**config.mk**
```make
export PLATFORM = sky130hd
export DESIGN_NAME = arxc_ctrl
export DESIGN_NICKNAME = d
export VERILOG_FILES = /design/src/arxc_pkg.sv /design/src/arxc_ctrl.sv
export SDC_FILE = /design/constraint.sdc
export NUM_CORES = 1
export LEC_CHECK = 0
export ABC_AREA = 1
export BUFFER_PORTS_ARGS = -buffer_cell sky130_fd_sc_hd__clkbuf_2
export CORE_AREA = 2 2 75 77
export DETAILED_ROUTE_END_ITERATION = 10
export DIE_AREA = 0 0 77 79
export PLACE_DENSITY_LB_ADDON = 0.12
export SLEW_MARGIN = 20
export SYNTH_ARGS = -nofsm -noshare
export SYNTH_HDL_FRONTEND = slang
export SYNTH_SLANG_ARGS = --single-unit
```
**constraint.sdc**
```tcl
create_clock -name clk -period 1.9 [get_ports clk]
set_input_delay 0.19 -clock clk [delete_from_list [all_inputs] [get_ports clk]]
set_output_delay 0.19 -clock clk [all_outputs]
set_load 0.02 [all_outputs]
```
**src/arxc_pkg.sv**
```systemverilog
// Shared types, constants and round functions for the ARX CBC cipher block.
`default_nettype none

package arxc_pkg;

  localparam int ROUNDS     = 48;
  localparam int RND_W      = 6;
  localparam int TAB_DEPTH  = 2 * ROUNDS;
  localparam int TAB_AW     = 7;
  localparam int IDX_W      = 8;
  localparam int CFG_IDX_W  = 3;
  localparam int CFG_DATA_W = 64;

  localparam logic [RND_W-1:0] LAST_ROUND = RND_W'(ROUNDS - 1);

  typedef logic [31:0]      word_t;
  typedef logic [3:0][31:0] blk_t;
  typedef logic [7:0][31:0] sched_t;

  typedef enum logic [1:0] {
    OP_EXPAND  = 2'd0,
    OP_RESTART = 2'd1,
    OP_BLOCK   = 2'd2,
    OP_RSVD    = 2'd3
  } op_e;

  typedef enum logic [CFG_IDX_W-1:0] {
    CFG_KEY0 = 3'd0,
    CFG_KEY1 = 3'd1,
    CFG_KEY2 = 3'd2,
    CFG_KEY3 = 3'd3,
    CFG_IVU  = 3'd4,
    CFG_IVL  = 3'd5,
    CFG_DIR  = 3'd6,
    CFG_NONE = 3'd7
  } cfg_idx_e;

  // Key schedule fill phases, in the order the tables are filled
  typedef enum logic [2:0] {
    PH_TKA = 3'd0,
    PH_TKB = 3'd1,
    PH_TAD = 3'd2,
    PH_RK  = 3'd3,
    PH_RAD = 3'd4
  } phase_e;

  typedef enum logic [2:0] {
    ST_IDLE,
    ST_PREP,
    ST_RUN,
    ST_SWR,
    ST_FIN
  } state_e;

  typedef struct packed {
    logic [1:0] opcode;
    word_t      in_word0;
    word_t      in_word1;
    word_t      in_word2;
    word_t      in_word3;
  } in_item_t;

  typedef struct packed {
    word_t out_word0;
    word_t out_word1;
    word_t out_word2;
    word_t out_word3;
    logic  block_done;
  } out_item_t;

  // Controller to datapath
  typedef struct packed {
    logic             cap_in;
    logic             ld_keys;
    logic             ld_iv;
    logic             rnd_en;
    logic             sched;
    logic             inv;
    logic [RND_W-1:0] rd_round;
    logic             wr_en;
    phase_e           phase;
    logic [IDX_W-1:0] idx;
    logic             out_ld;
    logic             out_blk;
  } cmd_t;

  // Datapath to controller
  typedef struct packed {
    logic dir;
    logic out_free;
  } sts_t;

  // Last write index of each fill phase
  function automatic logic [IDX_W-1:0] phase_last(phase_e ph);
    logic [IDX_W-1:0] v;
    v = '0;
    unique case (ph)
      PH_TKA:  v = IDX_W'(ROUNDS - 1);
      PH_TKB:  v = IDX_W'(ROUNDS - 1);
      PH_TAD:  v = IDX_W'(4 * ROUNDS - 1);
      PH_RK:   v = IDX_W'(2 * ROUNDS - 1);
      PH_RAD:  v = IDX_W'(4 * ROUNDS - 1);
      default: v = '0;
    endcase
    return v;
  endfunction

  // Table address: temporary schedule in the low half, working schedule above
  function automatic logic [TAB_AW-1:0] tab_addr(logic upper, logic [RND_W-1:0] r);
    logic [TAB_AW-1:0] base;
    base = upper ? TAB_AW'(ROUNDS) : '0;
    return base + TAB_AW'(r);
  endfunction

  function automatic blk_t fwd_round(blk_t w, word_t ka, word_t kb, blk_t ad);
    word_t a;
    word_t b;
    word_t c;
    word_t d;
    blk_t  o;
    a = w[0];
    b = w[1];
    c = w[2];
    d = w[3];
    a = {a[7:0], a[31:8]} + d;
    a = a ^ ka;
    b = {b[6:0], b[31:7]} + c;
    b = b ^ kb;
    c = {c[29:0], c[31:30]} ^ b;
    d = {d[28:0], d[31:29]} ^ a;
    a = a + b;
    b = b + a;
    o[0] = a + ad[0];
    o[1] = b + ad[1];
    o[2] = c + ad[2];
    o[3] = d + ad[3];
    return o;
  endfunction

  function automatic blk_t inv_round(blk_t w, word_t ka, word_t kb, blk_t ad);
    word_t a;
    word_t b;
    word_t c;
    word_t d;
    word_t t;
    blk_t  o;
    a = w[0] - ad[0];
    b = w[1] - ad[1];
    c = w[2] - ad[2];
    d = w[3] - ad[3];
    b = b - a;
    a = a - b;
    t = d ^ a;
    d = {t[2:0], t[31:3]};
    t = c ^ b;
    c = {t[1:0], t[31:2]};
    b = b ^ kb;
    t = b - c;
    b = {t[24:0], t[31:25]};
    a = a ^ ka;
    t = a - d;
    a = {t[23:0], t[31:24]};
    o[0] = a;
    o[1] = b;
    o[2] = c;
    o[3] = d;
    return o;
  endfunction

endpackage

`default_nettype wire

```
**src/arxc_ctrl.sv**
```systemverilog
// Controller: sequences expand, restart and block items over the round datapath.
`default_nettype none

module arxc_ctrl
  import arxc_pkg::*;
(
  input  wire logic       clk,
  input  wire logic       rst_n,
  input  wire logic       in_valid,
  input  wire logic [1:0] in_opcode,
  output      logic       in_stall,
  input  wire sts_t       sts,
  output      cmd_t       cmd
);

  state_e           state_r, state_nxt;
  logic [RND_W-1:0] rc_r, rc_nxt;
  logic [IDX_W-1:0] idx_r, idx_nxt;
  phase_e           phase_r, phase_nxt;
  logic             sched_r, sched_nxt;
  logic             inv_r, inv_nxt;
  logic             blk_r, blk_nxt;
  logic             accept;
  logic             run_last;
  logic             idx_last;
  logic [RND_W-1:0] cur_round;
  op_e              op;

  assign op        = op_e'(in_opcode);
  assign in_stall  = (state_r != ST_IDLE);
  assign accept    = in_valid && !in_stall;
  assign run_last  = (rc_r == LAST_ROUND);
  assign idx_last  = (idx_r == phase_last(phase_r));
  assign cur_round = inv_r ? (LAST_ROUND - rc_r) : rc_r;

  // Next state
  always_comb begin
    state_nxt = state_r;
    unique case (state_r)
      ST_IDLE: begin
        if (accept) begin
          if (op == OP_EXPAND || op == OP_BLOCK) begin
            state_nxt = ST_PREP;
          end else begin
            state_nxt = ST_FIN;
          end
        end
      end
      ST_PREP: state_nxt = ST_RUN;
      ST_RUN: begin
        if (run_last) begin
          state_nxt = sched_r ? ST_SWR : ST_FIN;
        end
      end
      ST_SWR: begin
        if (idx_last && phase_r == PH_RAD) begin
          state_nxt = ST_FIN;
        end else begin
          state_nxt = ST_PREP;
        end
      end
      ST_FIN: begin
        if (sts.out_free) begin
          state_nxt = ST_IDLE;
        end
      end
      default: state_nxt = ST_IDLE;
    endcase
  end

  // Counters and item mode
  always_comb begin
    rc_nxt    = rc_r;
    idx_nxt   = idx_r;
    phase_nxt = phase_r;
    sched_nxt = sched_r;
    inv_nxt   = inv_r;
    blk_nxt   = blk_r;
    unique case (state_r)
      ST_IDLE: begin
        if (accept) begin
          sched_nxt = (op == OP_EXPAND);
          inv_nxt   = (op == OP_BLOCK) && sts.dir;
          blk_nxt   = (op == OP_BLOCK);
          idx_nxt   = '0;
          phase_nxt = PH_TKA;
        end
      end
      ST_PREP: rc_nxt = '0;
      ST_RUN: begin
        if (!run_last) begin
          rc_nxt = rc_r + RND_W'(1);
        end
      end
      ST_SWR: begin
        if (idx_last) begin
          idx_nxt = '0;
          if (phase_r != PH_RAD) begin
            phase_nxt = phase_e'(phase_r + 3'd1);
          end
        end else begin
          idx_nxt = idx_r + IDX_W'(1);
        end
      end
      ST_FIN: ;
      default: ;
    endcase
  end

  // Commands
  always_comb begin
    cmd          = '0;
    cmd.sched    = sched_r;
    cmd.inv      = inv_r;
    cmd.phase    = phase_r;
    cmd.idx      = idx_r;
    cmd.out_blk  = blk_r;
    cmd.rd_round = cur_round;
    unique case (state_r)
      ST_IDLE: begin
        cmd.cap_in  = accept && (op == OP_BLOCK);
        cmd.ld_keys = accept && (op == OP_EXPAND);
        cmd.ld_iv   = accept && (op == OP_RESTART);
      end
      ST_PREP: begin
        cmd.rd_round = inv_r ? LAST_ROUND : '0;
      end
      ST_RUN: begin
        cmd.rnd_en = 1'b1;
        if (!run_last) begin
          cmd.rd_round = inv_r ? (cur_round - RND_W'(1)) : (cur_round + RND_W'(1));
        end
      end
      ST_SWR: begin
        cmd.wr_en = 1'b1;
        cmd.ld_iv = idx_last && (phase_r == PH_RAD);
      end
      ST_FIN: begin
        cmd.out_ld = sts.out_free;
      end
      default: ;
    endcase
  end

  always_ff @(posedge clk) begin
    if (!rst_n) begin
      state_r <= ST_IDLE;
      rc_r    <= '0;
      idx_r   <= '0;
      phase_r <= PH_TKA;
      sched_r <= 1'b0;
      inv_r   <= 1'b0;
      blk_r   <= 1'b0;
    end else begin
      state_r <= state_nxt;
      rc_r    <= rc_nxt;
      idx_r   <= idx_nxt;
      phase_r <= phase_nxt;
      sched_r <= sched_nxt;
      inv_r   <= inv_nxt;
      blk_r   <= blk_nxt;
    end
  end

  // Table writes only come from a key schedule
  a_wr_sched: assert property (@(posedge clk) disable iff (!rst_n)
    cmd.wr_en |-> sched_r && !inv_r)
    else $error("table write outside key schedule");

  // No result is loaded in the cycle after a block is taken
  a_blk_latency: assert property (@(posedge clk) disable iff (!rst_n)
    (accept && op == OP_BLOCK) |=> !cmd.out_ld)
    else $error("block result loaded too early");

  // Schedule bookkeeping stays within its tables
  a_idx_range: assert property (@(posedge clk) disable iff (!rst_n)
    idx_r <= phase_last(phase_r) && phase_r <= PH_RAD)
    else $error("schedule index out of range");

  // A result is loaded only into a free output register
  a_out_free: assert property (@(posedge clk) disable iff (!rst_n)
    cmd.out_ld |-> sts.out_free && state_r == ST_FIN)
    else $error("result loaded while output busy");

endmodule

`default_nettype wire

```
# Word-level counts from Yosys, hierarchy flattened

Cells that the tools add are included.

Add/subtract/negate cells: 6
Equality and inequality tests: 19
Muxes and demuxes: 27
Reductions and logical operators: 21

Operators by type and width:

| operator                                         | count |
|---|---|
| two-way mux 6 bit                                | 5 |
| two-way mux 3 bit                                | 9 |
| case mux 6 bit (2 select lines)                  | 2 |
| case mux 8 bit (3 select lines)                  | 1 |
| two-way mux 8 bit                                | 2 |
| case mux 8 bit (2 select lines)                  | 1 |
| case mux 3 bit (5 select lines)                  | 1 |
| adder 6 x 1 -> 6 bit, second input constant      | 2 |
| == test 3 x 2 -> 1 bit, second input constant    | 4 |
| != test 2 bit, second input constant             | 6 |
| adder 8 x 1 -> 8 bit, second input constant      | 1 |
| == test 8 bit                                    | 1 |
| == test 3 x 1 -> 1 bit, second input constant    | 2 |
| == test 3 bit, second input constant             | 2 |
| == test 6 bit, second input constant             | 1 |
| logical AND 1 bit                                | 6 |
| zero test 3 bit                                  | 2 |
| case mux 3 bit (2 select lines)                  | 1 |
| AND reduction 2 bit                              | 3 |
| subtractor 6 x 1 -> 6 bit, second input constant | 1 |
| subtractor 6 bit, first input constant           | 1 |
| AND reduction 4 bit                              | 1 |
| nonzero test 2 bit                               | 2 |
| OR reduction 2 bit                               | 2 |
| other kinds (12)                                 | 14 |

Bits in registers: 23
Output and inout bits: 27

# Depth between registers and ports, before layout

Gate-level depths: netlist of run 1.

Depth in word-level cells: 7
Mapped depth: 13

# Least setup slack after synthesis of run 1

Ideal clock, no wire load.

Path kind: register to output
Start: reg rc_r[3]
End: out cmd[19] (netlist name)
Data arrival time: 1689 ps
Setup slack: 21 ps
Cell stages (with the launch flop): 9
Cell sequence: dfxtp_1 inv_1 ha_1 xnor2_1 nand4_1 nand3_1 xnor2_1 nor2_1 o21bai_1

RTL lines:

| item                     | line             | text |
|---|---|---|
| start: declaration       | arxc_ctrl.sv:17  | `logic [RND_W-1:0] rc_r, rc_nxt;` |
| start signal: assignment | arxc_ctrl.sv:156 | `rc_r <= rc_nxt;` |
| end: declaration         | arxc_ctrl.sv:13  | `output cmd_t cmd` |

==> impl_metrics.json, run 1 <==
{
  "status": "complete, but fails checks",
  "violations": "negative setup slack",
  "grt_start_max_net_pins": 14,
  "synth_area_leaders": "dfxtp_1 26%, nand2_1 11%, ha_1 7.7%",
  "clockBufferDepth": 2,
  "cp-startpoint": "phase_r[1]",
  "place_area_um2": 2111,
  "dr_wl_met2_mm": 2.744,
  "fin_cells": 397,
  "synth_top_area_cell": "dfxtp_1",
  "r2r_cells": 13,
  "placedCellCount": 376,
  "yosysWarnings": 0,
  "diodes": 0,
  "synth_nets": 282,
  "hold_viol_final": 0,
  "antenna_found_initial": 0,
  "num_rows": 27,
  "syn_inst": 264,
  "path_class": "reg2out",
  "slew_viol_final": 0,
  "dpl.hpwl_mm": 3.804,
  "slowest_delay_ps": 370,
  "layout.nets": 344,
  "postCtsHoldBufs": 0,
  "rrSetupSlack_ps": 50,
  "route.top_layer_used": "met4",
  "cts_buffers": 3,
  "worstPathArrival_ps": 1760,
  "rsz0062_at_grt": "true",
  "ys_seq_area_share_pct": 25.63,
  "ys_seq_elements": 23,
  "met3_wirelength_um": 114,
  "core_area_um2": 5338,
  "relSlewSlack_pct": 70.01,
  "min_period_ps": 1947,
  "worst_slew_pin_slew_ps": 449.3,
  "wl_per_cell_um": 12.84,
  "place_ws_ps": 12.17,
  "end_kind": "output port",
  "powerDensity_nw_per_um2": 613.7,
  "htreeDepth": 1,
  "initial_core_util_pct": 33.66,
  "final_antenna_net_count": 0,
  "r2r-start": "phase_r[0]",
  "wl_met1_mm": 2.208,
  "overflow": 0,
  "vdd.ir_drop.worst_v": 0.0003540,
  "crit_path_start_kind": "flip-flop",
  "drtPass1Iterations": 4,
  "synth_area_um2": 1797,
  "viasPerCell": 4.793,
  "synth_area_per_cell_um2": 6.806,
  "root_buffer": "clkbuf_8",
  "synth_flop_cell": "dfxtp_1",
  "grt_pass1_vias": 1756,
  "synth_edf_count": 0,
  "dieArea_um2": 6083,
  "fmax_ghz": 0.5136,
  "path_common_cell": "ha_4",
  "cp.required_ps": 1710,
  "insertion_delay_ps": 260,
  "endpoint": "cmd[23]",
  "cts_tree": "done",
  "final_cell_mix": "47 x nand2_1, 32 x buf_4, 27 x inv_1",
  "io_buffers": 33,
  "path_clk_slew_ps": 90,
  "whs_ps": 163.1,
  "layout_commonest_cell": "nand2_1",
  "setup_viol": 3,
  "holdCritPathClass": "in2reg",
  "gr-usage-all-layers_pct": 16.59,
  "io-pin-count": 34,
  "r2r_end": "idx_r[2]",
  "gp_congestion": 0.7777,
  "drive_gt1_share_pct": 43.69,
  "fill_cells": 587,
  "synthArstFlopShare_pct": 0,
  "skew_ps": 2.236,
  "holdCritStartpoint": "sts[1]",
  "grt_pass1_wl_mm": 8.190,
  "via_count": 1903,
  "min_period_over_period_pct": 102.5,
  "stdcell_area_um2": 2585,
  "crit_chain": "ha_4 -> ha_4 -> xnor2_2 -> nand3_2 -> nor2_4 -> nand4_1 -> o31ai_1 -> buf_4",
  "cts.sinks": 23,
  "synth_top_area_share_pct": 25.63,
  "cp_slowest_cell": "dfxtp_4",
  "finalWorstSetupSlack_ps": -47.17,
  "drc_errors": 0,
  "crit_fanout": 3,
  "routed_wl_mm": 5.097,
  "die_w_um": 77,
  "cap_violations": 0,
  "die_h_um": 79,
  "ys_types": 37,
  "p_total_mw": 1.586,
  "area.growth.synth_to_final_pct": 43.87,
  "leakage_nw": 1.135,
  "first_iter_violations": 75
}
[routing by layer]
metal  vias up  track usage [%]
met5         -                0
met4         0            4.643
met3         2            1.932
met2        23            31.14
met1       881            19.93
li1        997                -
[cell type report]
class                           instances  area (um^2)  share of cell area, %
Timing Repair Buffer                   62        419.2                  16.21
Clock buffer                            3        41.29                  1.597
Sequential cell                        23        484.2                  18.73
Inverter                               40        162.7                  6.292
Multi-Input combinational cell        196         1383                  53.49
Tap cell                               72        90.09                  3.485
Clock inverter                          1        5.005                 0.1936
[stage by stage]
step           util (%)  setup TNS [ps]
5_1_grt           48.43          -875.1
2_1_floorplan         -               0
3_5_place_dp      39.55               0
4_1_cts           45.94          -272.8
6_report          48.43          -72.17
3_3_place_gp      39.55               0
[cells by family after synthesis]
| logic type | share of synthesized area [%] |
|---|---|
| adder cells (fa/ha/maj) | 7.660 |
| AND/OR/NAND/NOR | 37.19 |
| buffers and inverters | 10.38 |
| flip-flops | 25.63 |
| AO/OA/AOI/OAI | 15.25 |
| XOR/XNOR | 3.900 |
[Yosys cell counts, drive strengths merged, types with 2 or more instances]
| cell type | number |
|---|---|
| buf | 4 |
| dfxtp | 23 |
| nand4 | 7 |
| o21a | 2 |
| nor2 | 31 |
| xnor2 | 6 |
| o21ai | 12 |
| a21oi | 20 |
| a31oi | 2 |
| nand3 | 21 |
| ha | 11 |
| nand2 | 60 |
| inv | 40 |
| nor3 | 8 |
| o211ai | 5 |
| xor2 | 2 |
[power breakdown]
| part | switching [mW] | internal (mW) |
|---|---|---|
| Combinational | 0.437 | 0.298 |
| Sequential | 0.0298 | 0.508 |
| Clock | 0.168 | 0.147 |
| Total | 0.634 | 0.952 |
[worst min-delay path by stage]
stage,to,cells past startpoint
6_report,inv_r,3
5_1_grt,inv_r,3
4_1_cts,inv_r,3
3_3_place_gp,inv_r,3
3_5_place_dp,inv_r,3
2_1_floorplan,phase_r[2],2
[sequential cells by signal, summed over array words and instances (netlist names)]
name and count:
inv_r 1, blk_r 1, rc_r 6, idx_r 8
state_r 3, phase_r 3, sched_r 1
[worst max-delay path, delay by kind of cell, from the launching register on]
family,cells,cell delay (ps)
simple gates,3,360
buf+inv,1,180
xor+xnor,1,160
fa+ha+maj,2,330
compound gates,1,100
flops,1,370
[repair_timing]
action | CTS | global route
endpoints found under the setup margin | 7 | 14
setup buffers | 15 | 3
pin swaps | 21 | 24
resized for setup | 53 | 40
Power figures use the tool's default switching activity.
==> run 2, diff against run 1 <==
Settings changed: SKIP_LAST_GASP set to 1.
==> run 2 against run 1 <==
The flow still finishes with violations (negative setup slack); fmax is essentially flat; cell count unchanged; hold slack lost 1.8 ps; clock power about the same; global-route usage did not move; register-to-register slack barely moved; die area is the same; via count fell by 0.37%; sequential power barely moved; core utilization is 0.19 points lower; wire length down 0.94%; first-iteration DRC count up 9.3%; critical path type unchanged.
==> impl_metrics.json, run 2 (synthesis results as in run 1) <==
{
  "status": "complete, but fails checks",
  "violations": "negative setup slack",
  "diodes": 0,
  "cts_tree": "done",
  "io-pin-count": 34,
  "fin_cells": 397,
  "postCtsHoldBufs": 0,
  "regArea_um2": 484.2,
  "rrSetupSlack_ps": 50,
  "overflow": 0,
  "root_buffer": "clkbuf_8",
  "holdCritPathClass": "in2reg",
  "min_period_over_period_pct": 102.5,
  "initial_core_util_pct": 33.66,
  "seqPwrFrac_pct": 33.9,
  "die_w_um": 77,
  "top_regs": "idx_r: 8 flops, rc_r: 6 flops",
  "grt_start_max_net_pins": 14,
  "worst_slew_pin_slew_ps": 449.4,
  "io_buffers": 33,
  "insertion_delay_ps": 260,
  "gr-usage-all-layers_pct": 16.59,
  "drtPass1Iterations": 4,
  "core_area_um2": 5338,
  "crit_fanout": 3,
  "cap_violations": 0,
  "stdcell_area_um2": 2575,
  "layout.nets": 344,
  "p_sw_share_pct": 39.96,
  "multi_input_area_um2": 1373,
  "fmax_ghz": 0.5134,
  "fill_cells": 587,
  "worstPathArrival_ps": 1760,
  "slew_viol_final": 0,
  "skew_ps": 1.624,
  "finalWorstSetupSlack_ps": -47.71,
  "relSlewSlack_pct": 70.01,
  "dpl.hpwl_mm": 3.804,
  "clkPwrFrac_pct": 19.9,
  "cts.sinks": 23,
  "intPower_mw": 0.9519,
  "routed_wl_mm": 5.049,
  "setup_viol": 2,
  "cts_buffers": 3,
  "layout_commonest_cell": "nand2_1",
  "path_class": "reg2out",
  "gp_congestion": 0.7777,
  "die_h_um": 79,
  "path_clk_slew_ps": 90,
  "viasPerCell": 4.776,
  "rsz0062_at_grt": "true",
  "hold_viol_final": 0,
  "clockBufferDepth": 2,
  "cp.required_ps": 1710,
  "drc_errors": 0,
  "place_ws_ps": 12.17,
  "leakage_nw": 1.128,
  "powerDensity_nw_per_um2": 615.7,
  "power_frac_comb_pct": 46.2,
  "antenna_found_initial": 0,
  "drive_gt1_share_pct": 42.77,
  "largest_register_ffs": 8,
  "vdd.ir_drop.worst_v": 0.0003547,
  "wl_per_cell_um": 12.72,
  "crit_path_start_kind": "flip-flop",
  "top_register": "idx_r",
  "htreeDepth": 1,
  "grt_pass1_wl_mm": 8.190,
  "final_cell_mix": "48 x nand2_1, 32 x buf_4, 28 x inv_1",
  "min_period_ps": 1948,
  "switching_power_mw": 0.6335,
  "end_kind": "output port",
  "finalSetupTns_ps": -66.96,
  "first_iter_violations": 82,
  "grt_pass1_vias": 1756,
  "area.growth.synth_to_final_pct": 43.31,
  "via_count": 1896,
  "num_rows": 27,
  "place_area_um2": 2111,
  "dieArea_um2": 6083,
  "placedCellCount": 376,
  "final_antenna_net_count": 0
}
## run 2: path summary, 6_finish.rpt
check	from	cells after the start	to
max reg2reg	phase_r[0]	13	idx_r[2]
min	sts[1]	3	inv_r
min reg2reg	blk_r	2	blk_r
max	phase_r[1]	8	cmd[23]
## run 2: what timing repair did
action	CTS	global route
gates resized for setup	53	37
gates cloned	0	0
setup buffers	15	3
pin swaps	20	25
setup endpoints to repair	7	14
## run 2: area by class of cell
type	count	area share [%]
repair buffers	62	16.28
multi-input cells	196	53.30
clock buffers	3	1.603
clock inverters	1	0.1944
inverters	40	6.317
well taps	72	3.499
flip-flops and latches	23	18.80
## run 2: through the flow
step                      util [%]  total power [mW]  hold WS (ps)
after detailed placement     39.55             1.113         454.1
after floorplan                  -            0.9687         310.4
after global routing         48.24             1.695         184.1
after CTS                    45.94             1.542         154.2
final                        48.24             1.585         161.3
after global placement       39.55             1.117         455.0
## run 2: worst max-delay path, stage by stage, from the launching register on
cell and delay [ps]:
dfxtp_4 370, ha_4 160, ha_4 170, xnor2_2 160, nand3_2 110, nor2_4 120, nand4_1 130, o31ai_1 100
buf_4 180
## run 2: power groups by stage
stage	combinational (mW)	clock, mW	sequential (mW)
floorplan	0.411	0	0.558
global placement	0.573	0	0.544
detailed placement	0.568	0	0.544
CTS	0.678	0.326	0.537
global route	0.809	0.345	0.541
finish	0.732	0.315	0.538
## run 2: metal layers
metal / part of all wire [%] / routed length [um] / track usage, %
met1: 44 / 2209 / 19.93
met2: 53 / 2701 / 31.14
met3: 2.2 / 109 / 1.932
met4: 0.57 / 29 / 4.643
met5: 0 / 0 / 0
